## src/utf8_to_utf16_stream_decoder_top_macros.svh

```systemverilog
// assertion macros for the utf-8 to utf-16 decoder
// used by the rtl files that carry concurrent assertions
`ifndef UTF8_TO_UTF16_STREAM_DECODER_TOP_MACROS_SVH
`define UTF8_TO_UTF16_STREAM_DECODER_TOP_MACROS_SVH
`ifndef SYNTHESIS
`define U8U16_ASSERT_IMP(lbl, clk, rst_n, ante, cons, msg) \
    lbl: assert property (@(posedge clk) disable iff (!rst_n) (ante) |-> (cons)) \
        else $error(msg);
`define U8U16_ASSERT_NXT(lbl, clk, rst_n, ante, cons, msg) \
    lbl: assert property (@(posedge clk) disable iff (!rst_n) (ante) |=> (cons)) \
        else $error(msg);
`else
`define U8U16_ASSERT_IMP(lbl, clk, rst_n, ante, cons, msg)
`define U8U16_ASSERT_NXT(lbl, clk, rst_n, ante, cons, msg)
`endif
`endif

```

## src/u8u16_pkg.sv

```systemverilog
// shared types, constants and helpers of the utf-8 to utf-16 decoder
// no dependencies
`default_nettype none
package u8u16_pkg;

    localparam logic [15:0] REPL_UNIT = 16'hFFFD;
    localparam logic [5:0]  SUR_HI_TAG = 6'b110110;   // 0xD800 >> 10
    localparam logic [5:0]  SUR_LO_TAG = 6'b110111;   // 0xDC00 >> 10
    localparam logic [20:0] CP_BASE = 21'h10000;
    localparam logic [20:0] CP_MAX = 21'h10FFFF;
    localparam logic [7:0]  LEAD2_LO = 8'hC2;
    localparam logic [7:0]  LEAD2_HI = 8'hDF;
    localparam logic [7:0]  LEAD3_LO = 8'hE0;
    localparam logic [7:0]  LEAD3_SUR = 8'hED;
    localparam logic [7:0]  LEAD3_HI = 8'hEF;
    localparam logic [7:0]  LEAD4_LO = 8'hF0;
    localparam logic [7:0]  LEAD4_HI = 8'hF4;
    localparam logic [7:0]  MIN_E0 = 8'hA0;
    localparam logic [7:0]  MAX_ED = 8'h9F;
    localparam logic [7:0]  MIN_F0 = 8'h90;
    localparam logic [7:0]  MAX_F4 = 8'h8F;

    typedef enum logic [1:0] {
        ST_IDLE,
        ST_DECODE,
        ST_LOW
    } state_t;

    // outcome of one decode step at the head of the byte window
    typedef struct packed {
        logic        stop;     // incomplete sequence at the head, wait for bytes
        logic [2:0]  adv;      // bytes consumed
        logic [2:0]  rest;     // bytes left after this step
        logic        rep;
        logic        pair;
        logic        more;     // another unit follows from the remaining bytes
        logic [15:0] unit_hi;
        logic [15:0] unit_lo;
    } step_t;

    // sequence length called for by a lead byte, 0 when not a multi-byte lead
    function automatic logic [2:0] lead_len(input logic [7:0] b);
        logic [2:0] len;
        len = 3'd0;
        if (b >= LEAD2_LO && b <= LEAD2_HI)
            len = 3'd2;
        else if (b >= LEAD3_LO && b <= LEAD3_HI)
            len = 3'd3;
        else if (b >= LEAD4_LO && b <= LEAD4_HI)
            len = 3'd4;
        return len;
    endfunction

    function automatic logic is_cont(input logic [7:0] b);
        return b[7:6] == 2'b10;
    endfunction

endpackage
`default_nettype wire

```

## src/u8u16_byte_if.sv

```systemverilog
// input channel of the decoder: one utf-8 byte per transaction
// no dependencies
`default_nettype none
interface u8u16_byte_if;
    logic       valid;
    logic       ready;
    logic [7:0] byte_in;

    modport source (output valid, output byte_in, input ready);
    modport sink (input valid, input byte_in, output ready);
endinterface
`default_nettype wire

```

## src/u8u16_unit_if.sv

```systemverilog
// output channel of the decoder: one utf-16 code unit per transaction
// no dependencies
`default_nettype none
interface u8u16_unit_if;
    logic        valid;
    logic        ready;
    logic [15:0] code_unit;
    logic        is_replacement;
    logic        last;

    modport source (output valid, output code_unit, output is_replacement, output last,
                    input ready);
    modport sink (input valid, input code_unit, input is_replacement, input last,
                  output ready);
endinterface
`default_nettype wire

```

## src/u8u16_step.sv

```systemverilog
// shared decode unit: one decode step on the head of the byte window
// depends on u8u16_pkg
`default_nettype none
module u8u16_step (
    input  wire logic [3:0][7:0] win,
    input  wire logic [2:0]      count,
    output u8u16_pkg::step_t     res
);

    logic [7:0]  b0, b1, b2, b3;
    logic [2:0]  len;
    logic [2:0]  next_len;
    logic [7:0]  next_byte;
    logic [20:0] cp;
    logic [20:0] v;
    logic        bad;

    assign b0 = win[0];
    assign b1 = win[1];
    assign b2 = win[2];
    assign b3 = win[3];
    assign len = u8u16_pkg::lead_len(b0);

    always_comb
    begin
        bad = 1'b0;
        cp = 21'd0;
        res = '0;
        res.adv = 3'd1;
        if (b0[7] == 1'b0)
        begin
            cp = {13'd0, b0};
        end
        else if (len == 3'd0)
        begin
            bad = 1'b1;
        end
        else if (len > count)
        begin
            res.stop = 1'b1;
        end
        else if (!u8u16_pkg::is_cont(b1))
        begin
            bad = 1'b1;
        end
        else if (len == 3'd2)
        begin
            cp = {10'd0, b0[4:0], b1[5:0]};
            res.adv = 3'd2;
        end
        else if (!u8u16_pkg::is_cont(b2)
                 || (len == 3'd3 && b0 == u8u16_pkg::LEAD3_LO && b1 < u8u16_pkg::MIN_E0)
                 || (len == 3'd3 && b0 == u8u16_pkg::LEAD3_SUR && b1 > u8u16_pkg::MAX_ED))
        begin
            bad = 1'b1;
        end
        else if (len == 3'd3)
        begin
            cp = {5'd0, b0[3:0], b1[5:0], b2[5:0]};
            res.adv = 3'd3;
        end
        else if (!u8u16_pkg::is_cont(b3)
                 || (b0 == u8u16_pkg::LEAD4_LO && b1 < u8u16_pkg::MIN_F0)
                 || (b0 == u8u16_pkg::LEAD4_HI && b1 > u8u16_pkg::MAX_F4))
        begin
            bad = 1'b1;
        end
        else
        begin
            cp = {b0[2:0], b1[5:0], b2[5:0], b3[5:0]};
            if (cp > u8u16_pkg::CP_MAX)
                bad = 1'b1;
            else
                res.adv = 3'd4;
        end

        v = cp - u8u16_pkg::CP_BASE;
        res.rep = bad;
        res.pair = !bad && !res.stop && (cp[20:16] != 5'd0);
        if (bad)
            res.unit_hi = u8u16_pkg::REPL_UNIT;
        else if (res.pair)
            res.unit_hi = {u8u16_pkg::SUR_HI_TAG, v[19:10]};
        else
            res.unit_hi = cp[15:0];
        res.unit_lo = {u8u16_pkg::SUR_LO_TAG, v[9:0]};
        res.rest = count - res.adv;

        // a following byte gives a unit unless it is a lead still waiting for bytes
        next_byte = win[res.adv[1:0]];
        next_len = u8u16_pkg::lead_len(next_byte);
        res.more = (res.rest != 3'd0) && !(next_len > res.rest);
    end

endmodule
`default_nettype wire

```

## src/utf8_to_utf16_stream_decoder_top.sv

```systemverilog
// utf-8 byte stream to utf-16 code unit decoder, top level
// depends on u8u16_pkg, u8u16_byte_if, u8u16_unit_if, u8u16_step and the macro header
//
// byte_ch takes one utf-8 byte per transaction; unit_ch gives utf-16 code units,
// with is_replacement set on each U+FFFD produced for an invalid sequence and last
// set on the final unit caused by a byte. a byte that only extends a partial
// sequence produces no unit at all.
// a byte is taken into the held bytes, then a small sequencer runs the shared decode
// unit once per cycle over the held bytes, one code unit per cycle into the
// output register while unit_ch does not stall. a byte causes from 1 to 4 units
// or none. the first unit of a byte is decoded in the decode state and then
// registered in the output register that drives unit_ch.
// byte_ch.ready is high only while the sequencer is idle; the next byte may be
// taken while the last unit still waits in the output register.
// when unit_ch stalls, the sequencer holds its step until the output register
// frees, so nothing is lost or repeated.
// reset empties the held tail and the output register. a truncated sequence is
// kept with no timeout until the bytes that complete it arrive.
`default_nettype none
`include "utf8_to_utf16_stream_decoder_top_macros.svh"
module utf8_to_utf16_stream_decoder_top (
    input  wire logic       clk,
    input  wire logic       rst_n,
    u8u16_byte_if.sink      byte_ch,
    u8u16_unit_if.source    unit_ch
);

    u8u16_pkg::state_t state_reg, state_next;
    logic [2:0]        cnt_reg, cnt_next;
    logic [3:0][7:0]   buf_reg, buf_next;
    logic              out_valid_reg, out_valid_next;
    logic [15:0]       unit_reg, unit_next;
    logic              rep_reg, rep_next;
    logic              last_reg, last_next;
    logic [15:0]       lo_reg, lo_next;
    logic              more_reg, more_next;
    logic [3:0][7:0]   shifted;
    logic              slot_free;
    logic              in_fire;
    u8u16_pkg::step_t  step;

    u8u16_step u_step (
        .win   (buf_reg),
        .count (cnt_reg),
        .res   (step)
    );

    assign slot_free = !out_valid_reg || unit_ch.ready;
    assign byte_ch.ready = (state_reg == u8u16_pkg::ST_IDLE);
    assign in_fire = byte_ch.valid && byte_ch.ready;

    assign unit_ch.valid = out_valid_reg;
    assign unit_ch.code_unit = unit_reg;
    assign unit_ch.is_replacement = rep_reg;
    assign unit_ch.last = last_reg;

    // window after dropping the consumed bytes
    always_comb
    begin
        logic [2:0] idx;
        for (int k = 0; k < 4; k++)
        begin
            idx = 3'(k) + step.adv;
            shifted[k] = (idx < 3'd4) ? buf_reg[idx[1:0]] : buf_reg[k];
        end
    end

    always_comb
    begin
        state_next = state_reg;
        cnt_next = cnt_reg;
        buf_next = buf_reg;
        out_valid_next = out_valid_reg && !unit_ch.ready;
        unit_next = unit_reg;
        rep_next = rep_reg;
        last_next = last_reg;
        lo_next = lo_reg;
        more_next = more_reg;
        unique case (state_reg)
            u8u16_pkg::ST_IDLE:
            begin
                if (in_fire)
                begin
                    buf_next[cnt_reg[1:0]] = byte_ch.byte_in;
                    cnt_next = cnt_reg + 3'd1;
                    state_next = u8u16_pkg::ST_DECODE;
                end
            end
            u8u16_pkg::ST_DECODE:
            begin
                if (step.stop)
                begin
                    state_next = u8u16_pkg::ST_IDLE;
                end
                else if (slot_free)
                begin
                    out_valid_next = 1'b1;
                    unit_next = step.unit_hi;
                    rep_next = step.rep;
                    last_next = !step.pair && !step.more;
                    lo_next = step.unit_lo;
                    more_next = step.more;
                    buf_next = shifted;
                    cnt_next = step.rest;
                    if (step.pair)
                        state_next = u8u16_pkg::ST_LOW;
                    else if (step.more)
                        state_next = u8u16_pkg::ST_DECODE;
                    else
                        state_next = u8u16_pkg::ST_IDLE;
                end
            end
            u8u16_pkg::ST_LOW:
            begin
                if (slot_free)
                begin
                    out_valid_next = 1'b1;
                    unit_next = lo_reg;
                    rep_next = 1'b0;
                    last_next = !more_reg;
                    state_next = more_reg ? u8u16_pkg::ST_DECODE : u8u16_pkg::ST_IDLE;
                end
            end
            default:
            begin
                state_next = u8u16_pkg::ST_IDLE;
            end
        endcase
    end

    always_ff @(posedge clk or negedge rst_n)
    begin
        if (!rst_n)
        begin
            state_reg <= u8u16_pkg::ST_IDLE;
            cnt_reg <= 3'd0;
            out_valid_reg <= 1'b0;
        end
        else
        begin
            state_reg <= state_next;
            cnt_reg <= cnt_next;
            out_valid_reg <= out_valid_next;
        end
    end

    always_ff @(posedge clk)
    begin
        buf_reg <= buf_next;
        unit_reg <= unit_next;
        rep_reg <= rep_next;
        last_reg <= last_next;
        lo_reg <= lo_next;
        more_reg <= more_next;
    end

    `U8U16_ASSERT_IMP(a_idle_tail, clk, rst_n, state_reg == u8u16_pkg::ST_IDLE,
        cnt_reg <= 3'd3, "held tail longer than three bytes while idle")
    `U8U16_ASSERT_IMP(a_low_after_high, clk, rst_n, state_reg == u8u16_pkg::ST_LOW,
        out_valid_reg, "low surrogate pending without a high half in the output register")
    `U8U16_ASSERT_NXT(a_accept_decode, clk, rst_n, in_fire,
        state_reg == u8u16_pkg::ST_DECODE && cnt_reg != 3'd0,
        "accepted byte did not start a decode pass")
    `U8U16_ASSERT_IMP(a_not_last_pending, clk, rst_n, out_valid_reg && !last_reg,
        state_reg != u8u16_pkg::ST_IDLE, "unit without last but no further unit pending")

endmodule
`default_nettype wire

```

## src/flat_wrapper.sv

```systemverilog
// flat-port wrapper written by rule: the top's interface ports become plain ports
module utf8_to_utf16_stream_decoder_top_flat 
  (clk, rst_n, byte_ch_valid, byte_ch_byte_in, byte_ch_ready, unit_ch_valid, unit_ch_code_unit, unit_ch_is_replacement, unit_ch_last, unit_ch_ready);
  u8u16_byte_if byte_ch_i ();
  u8u16_unit_if unit_ch_i ();
  input  wire logic clk;
  input  wire logic rst_n;
  input wire logic [$bits(byte_ch_i.valid)-1:0] byte_ch_valid;
  input wire logic [$bits(byte_ch_i.byte_in)-1:0] byte_ch_byte_in;
  output wire logic [$bits(byte_ch_i.ready)-1:0] byte_ch_ready;
  output wire logic [$bits(unit_ch_i.valid)-1:0] unit_ch_valid;
  output wire logic [$bits(unit_ch_i.code_unit)-1:0] unit_ch_code_unit;
  output wire logic [$bits(unit_ch_i.is_replacement)-1:0] unit_ch_is_replacement;
  output wire logic [$bits(unit_ch_i.last)-1:0] unit_ch_last;
  input wire logic [$bits(unit_ch_i.ready)-1:0] unit_ch_ready;
  assign byte_ch_i.valid = byte_ch_valid;
  assign byte_ch_i.byte_in = byte_ch_byte_in;
  assign byte_ch_ready = byte_ch_i.ready;
  assign unit_ch_valid = unit_ch_i.valid;
  assign unit_ch_code_unit = unit_ch_i.code_unit;
  assign unit_ch_is_replacement = unit_ch_i.is_replacement;
  assign unit_ch_last = unit_ch_i.last;
  assign unit_ch_i.ready = unit_ch_ready;
  utf8_to_utf16_stream_decoder_top u_core (.clk(clk), .rst_n(rst_n), .byte_ch(byte_ch_i), .unit_ch(unit_ch_i));
endmodule
```

## config.mk

```make
export PLATFORM = sky130hd
export DESIGN_NAME = utf8_to_utf16_stream_decoder_top_flat
export DESIGN_NICKNAME = d
export VERILOG_FILES = /design/src/u8u16_pkg.sv /design/src/u8u16_byte_if.sv /design/src/u8u16_unit_if.sv /design/src/u8u16_step.sv /design/src/utf8_to_utf16_stream_decoder_top.sv /design/src/flat_wrapper.sv
export VERILOG_INCLUDE_DIRS = /design/src /design/src/src
export SDC_FILE = /design/constraint.sdc
export NUM_CORES = 1
export LEC_CHECK = 0
export BUFFER_PORTS_ARGS = -buffer_cell sky130_fd_sc_hd__clkbuf_2
export CAP_MARGIN = 20
export CORE_AREA = 2 2 95 97
export DETAILED_ROUTE_END_ITERATION = 6
export DIE_AREA = 0 0 97 99
export MAX_ROUTING_LAYER = met4
export PLACE_DENSITY = 0.77
export SETUP_SLACK_MARGIN = 0.02
export SLEW_MARGIN = 15
export SYNTH_ARGS = -nofsm -noshare
export SYNTH_HDL_FRONTEND = slang
export SYNTH_SLANG_ARGS = --single-unit
```

## constraint.sdc

```tcl
create_clock -name clk -period 4.37 [get_ports clk]
set_input_delay 0.6555 -clock clk [delete_from_list [all_inputs] [get_ports clk]]
set_output_delay 0.6555 -clock clk [all_outputs]
set_load 0.02 [all_outputs]
```

After elaboration in Yosys (flattened, before gate mapping)
Cells that the tools add are included.
Word-level totals
  register bits after elaboration: 67
  input bits: 12
  output and inout bits: 20
  word-level logic and storage cells: 197
Operators by class
  add/subtract/negate cells: 6
  order comparisons: 29
  eq/ne operators: 20
  muxes and demuxes: 81
  bitwise logic cells: 1
  reductions and logical operators: 48
Operators with widths (count)
  21-bit two-way mux: 8
  32-bit two-way mux: 3
  16-bit two-way mux: 5
  8-bit two-way mux: 9
  8-bit binary-select mux with 2-bit select: 4
  32-bit one-hot mux with 2 select lines: 1
  8-bit >= comparator (second input constant): 6
  8-bit less-or-equal comparator (second input constant): 6
  3-bit two-way mux: 16
  32-bit bitwise mux: 1
  8-bit == test (second input constant): 4
  16-bit one-hot mux with 2 select lines: 1
  21-bit > comparator (second input constant): 1
  1-bit two-way mux: 20
  5-bit AND reduction: 4
  20-bit by 17-bit subtractor with 20-bit output (second input constant): 1
  1-bit logical AND: 19
  8-bit demux with 2-bit select: 1
  8-bit > comparator (second input constant): 2
  8-bit less-than comparator (second input constant): 2
  2-bit by 3-bit less-than comparator with 1-bit output (second input constant): 5
  3-bit less-than comparator (second input constant): 4
  2-bit by 1-bit inequality test with 1-bit output (second input constant): 6
  1-bit zero test: 10
  other kinds (25): 46

Longest topological paths before layout
  depth in word-level cells: 31
  mapped depth: 25
  mapped depth without buffers: 22

By module
A second synthesis with hierarchy kept.
Unflattened totals
  cells, all modules: 500
  area, all modules: 5579.1 µm²
By module, submodules not included
  utf8_to_utf16_stream_decoder_top: times used 1, cells an instance 259, area an instance 3952.5 µm², seq. area each 2162.1 µm²
  u8u16_step: times used 1, cells an instance 241, area an instance 1626.6 µm², seq. area each 0.0 µm²

Least setup slack after synthesis
OpenSTA, ideal clock, no wires.
  path kind: reg2reg
  from: reg u_core.buf_reg[2] (netlist name)
  to: reg u_core.last_reg (netlist: u_core.unit_ch.last), data pin
  library setup time: 0.267 ns
  arrival: 4.414 ns
  data required time: 4.103 ns
  path slack: -0.311 ns
  cell stages (with the launch flop): 21
  buffers on the path: 4
  period minus slack after synthesis: 4.681 ns
  cells stage by stage: edfxtp_1 buf_2 nor4_1 or3_1 clkbuf_1 clkbuf_1 nand2_1 ha_1 a211oi_1 o21a_1 o21ai_2 buf_6 ha_1 fa_1 xnor2_1 xnor2_1 ha_1 a21oi_1 a31oi_1 a31oi_1 o31ai_1
RTL lines
  start: declaration: line utf8_to_utf16_stream_decoder_top.sv:30  | logic [3:0][7:0] buf_reg, buf_next;
  start signal: assignment: line utf8_to_utf16_stream_decoder_top.sv:149  | buf_reg <= buf_next;
  end signal: assignment: line utf8_to_utf16_stream_decoder_top.sv:152  | last_reg <= last_next;
  end: declaration: line utf8_to_utf16_stream_decoder_top.sv:34  | logic last_reg, last_next;

==> metrics.txt <==
run status finished clean; DRT Pass-1 Iters 5; Slew headroom 27.2%; placed cell count 637; leak pwr 2.16 nW; Top Ports 32; Logic pwr share 54.9%; Startpoint Class flop; worst r2r src u_core.buf_reg[1]; Post-Route Utilization 64.7%; root buffer cell clkbuf_8; most used cell, CP a211oi_2; clock sinks 67; ANT nets after route 0; Data required, critical path 4.46 ns; first-pass GRT wire length 21600 um; initial antenna violation count 0; fmax 238 MHz; arrival time of the worst setup path 4.29 ns; Detailed Place HPWL 9920 um; DP Area 5160 um^2; Routed WL per cell 20.8 um; worst setup path start u_core.buf_reg[1]; Slowest cell on crit path edfxtp_1; core area 8550 um^2; Least-Margin Pin Slew 1.08 ns; Int Pwr 0.00248 W; register share of total power 33.6%; Cells after Synth 495; Setup violations, final 0; Vias 4277; cells along the critical path nor4_4, or3_4, nand2_1, ha_4, a211oi_2, o21a_2, o21ai_4, buf_12, mux2i_1, mux2_4, a211oi_2, ha_1, a21o_1, a21oi_1, a31oi_1, a31oi_2, o31ai_1; min-delay worst type input pin to async pin; row count 34; Port Buffer Count 31; critical path peak fanout 8; CTS tree yes; post-synthesis sequential area ratio 41.8%; max FFs per register 32; period utilization 96.1%; Netlist Area Pre-Place 4740 um^2; Reg clk slew, reported paths 0.08 ns; CP peak stage delay 0.45 ns; Critical Path Sink Type flop; design area 5530 um^2; final net count 578; GRT Util Overall 29.2%; #FFs+latches synth 67; fin. max-slew vios 0; Max-Cap Viols 0; clock share of power 11.5%; Yosys cell types 65; layout cells sized above 1 23.6%; Power Dens Cells 825 nW/um^2; Synth warnings 0; final hold vios 0; Remaining Overflow, GRT 0; later-pin clock latency in the skew report 0.35 ns; kind of critical path flop to flop; Starting DRT DRC Count 335; Max VDD drop 388 uV; total CTS buffers 9; number of global-route vias before repair 4134; Routed WL 13700 um; antenna cells 0; Final Critical Period 4.20 ns; post-DR vias/cell 6.48; Placer Congestion 1.06; Mapped Avg Cell Area 9.57 um^2; Net Sw Frac 45.8%; Initial Utilization 55.4%; Final Skew 0.00903 ns; final hold slack 0.111 ns; maximum clock insertion buffer count 2; largest net degree at the start of global routing 44; EDFF count, synth 61; Main synth FF type edfxtp_1; die width 97 um; H-tree levels 3; DRC 0; non-filler cells, final 660; syn nets 526; synth-to-layout area growth 16.8%; fillers 724; Die Span Y 99 um; die area 9600 um^2; Async SR Flop Fraction 8.96%; switching power total 0.00209 W
## worst max-delay path: cells and delay by family, from the launching register on
kind                     cells  cell delay [ns]
multiplexers                 2             0.46
buffers and inverters        1             0.19
AND/OR/NAND/NOR              3             0.62
flip-flops                   1             0.45
adder cells (fa/ha/maj)      2             0.57
AO/OA/AOI/OAI                9             1.64
## cell families after synthesis
group / after synthesis / share of synthesized area, %
AOI/OAI and AO/OA: 169 / 24.3
and+or+nand+nor: 143 / 14.7
DFF: 67 / 41.8
buffers and inverters: 55 / 5.10
muxes: 34 / 7.45
adders and majority gates: 19 / 5.18
xor gates and xnor gates: 8 / 1.48
## metrics by stage
stage	power (W)	worst slack, ns	TNS [ns]
global placement	0.00376	0.0460	0
detailed placement	0.00383	-0.00969	-0.00969
global route	0.00485	-0.0414	-0.0634
floorplan	0.00303	0.0243	0
finish	0.00457	0.170	0
CTS	0.00437	0.0434	0
## path summary, 6_finish.rpt
check / endpoint / slack, ns / depth (start not counted)
max reg2reg: u_core.unit_ch.last / 0.17 / 17
min reg2reg: u_core.unit_ch.code_unit[1] / 0.55 / 2
min: u_core.cnt_reg[1] / 0.11 / 1
max in group asynchronous: u_core.state_reg[0] / 4.11 / 1
min in group clk: u_core.unit_ch.code_unit[1] / 0.55 / 2
max: u_core.unit_ch.last / 0.17 / 17
## per-layer routing
metal	global-route usage, %	part of all wire [%]
met5	-	0
met4	10.1	2.5
met3	4.33	6.9
met2	48.6	50
met1	36.6	41
## placed cells by master, fill, tap and decap left out, types with 17 or more instances in the layout
cell type   n
nand2_1    64
edfxtp_1   61
buf_4      44
o21ai_0    37
a21oi_1    35
clkbuf_2   31
nor2_1     25
mux2i_1    22
nor2b_1    19
inv_1      17
ha_1       17
## repair_timing
| action | 4_1_cts | 5_1_grt |
|---|---|---|
| hold buffers | 0 | 0 |
| gates resized for setup | 4 | 19 |
| pin swaps | 0 | 7 |
| setup buffers | 0 | 7 |
| setup endpoints to repair | 2 | 5 |
## synthesized netlist by cell type, types with 11 or more instances
library cell,instances,share of area [%]
mux2i_1,26,5.5
o21ai_0,39,4.1
a22o_1,16,3.0
inv_1,17,1.3
clkbuf_1,21,1.7
edfxtp_1,61,39
a21oi_1,35,3.7
nor2_1,25,2.0
nor2b_1,19,2.5
a221oi_1,11,2.0
ha_1,18,4.8
nand2_1,64,5.1
## cell type report
cell class | instances | area [um^2] | share of cell area, %
Tap cell | 108 | 135 | 2.44
Timing Repair Buffer | 76 | 505 | 9.14
Clock buffer | 10 | 128 | 2.31
Multi-Input combinational cell | 373 | 2640 | 47.7
Inverter | 20 | 80.1 | 1.45
Clock inverter | 6 | 65.1 | 1.18
Sequential cell | 67 | 1980 | 35.8
## power by group through the flow
stage          sequential (W)  clock, W  combinational [W]
2_1_floorplan         0.00153         0            0.00150
3_5_place_dp          0.00151         0            0.00231
4_1_cts               0.00151  0.000526            0.00234
6_report              0.00153  0.000526            0.00251
3_3_place_gp          0.00151         0            0.00226
5_1_grt               0.00156  0.000550            0.00274
Note: power is estimated with default switching activity, not from simulation.
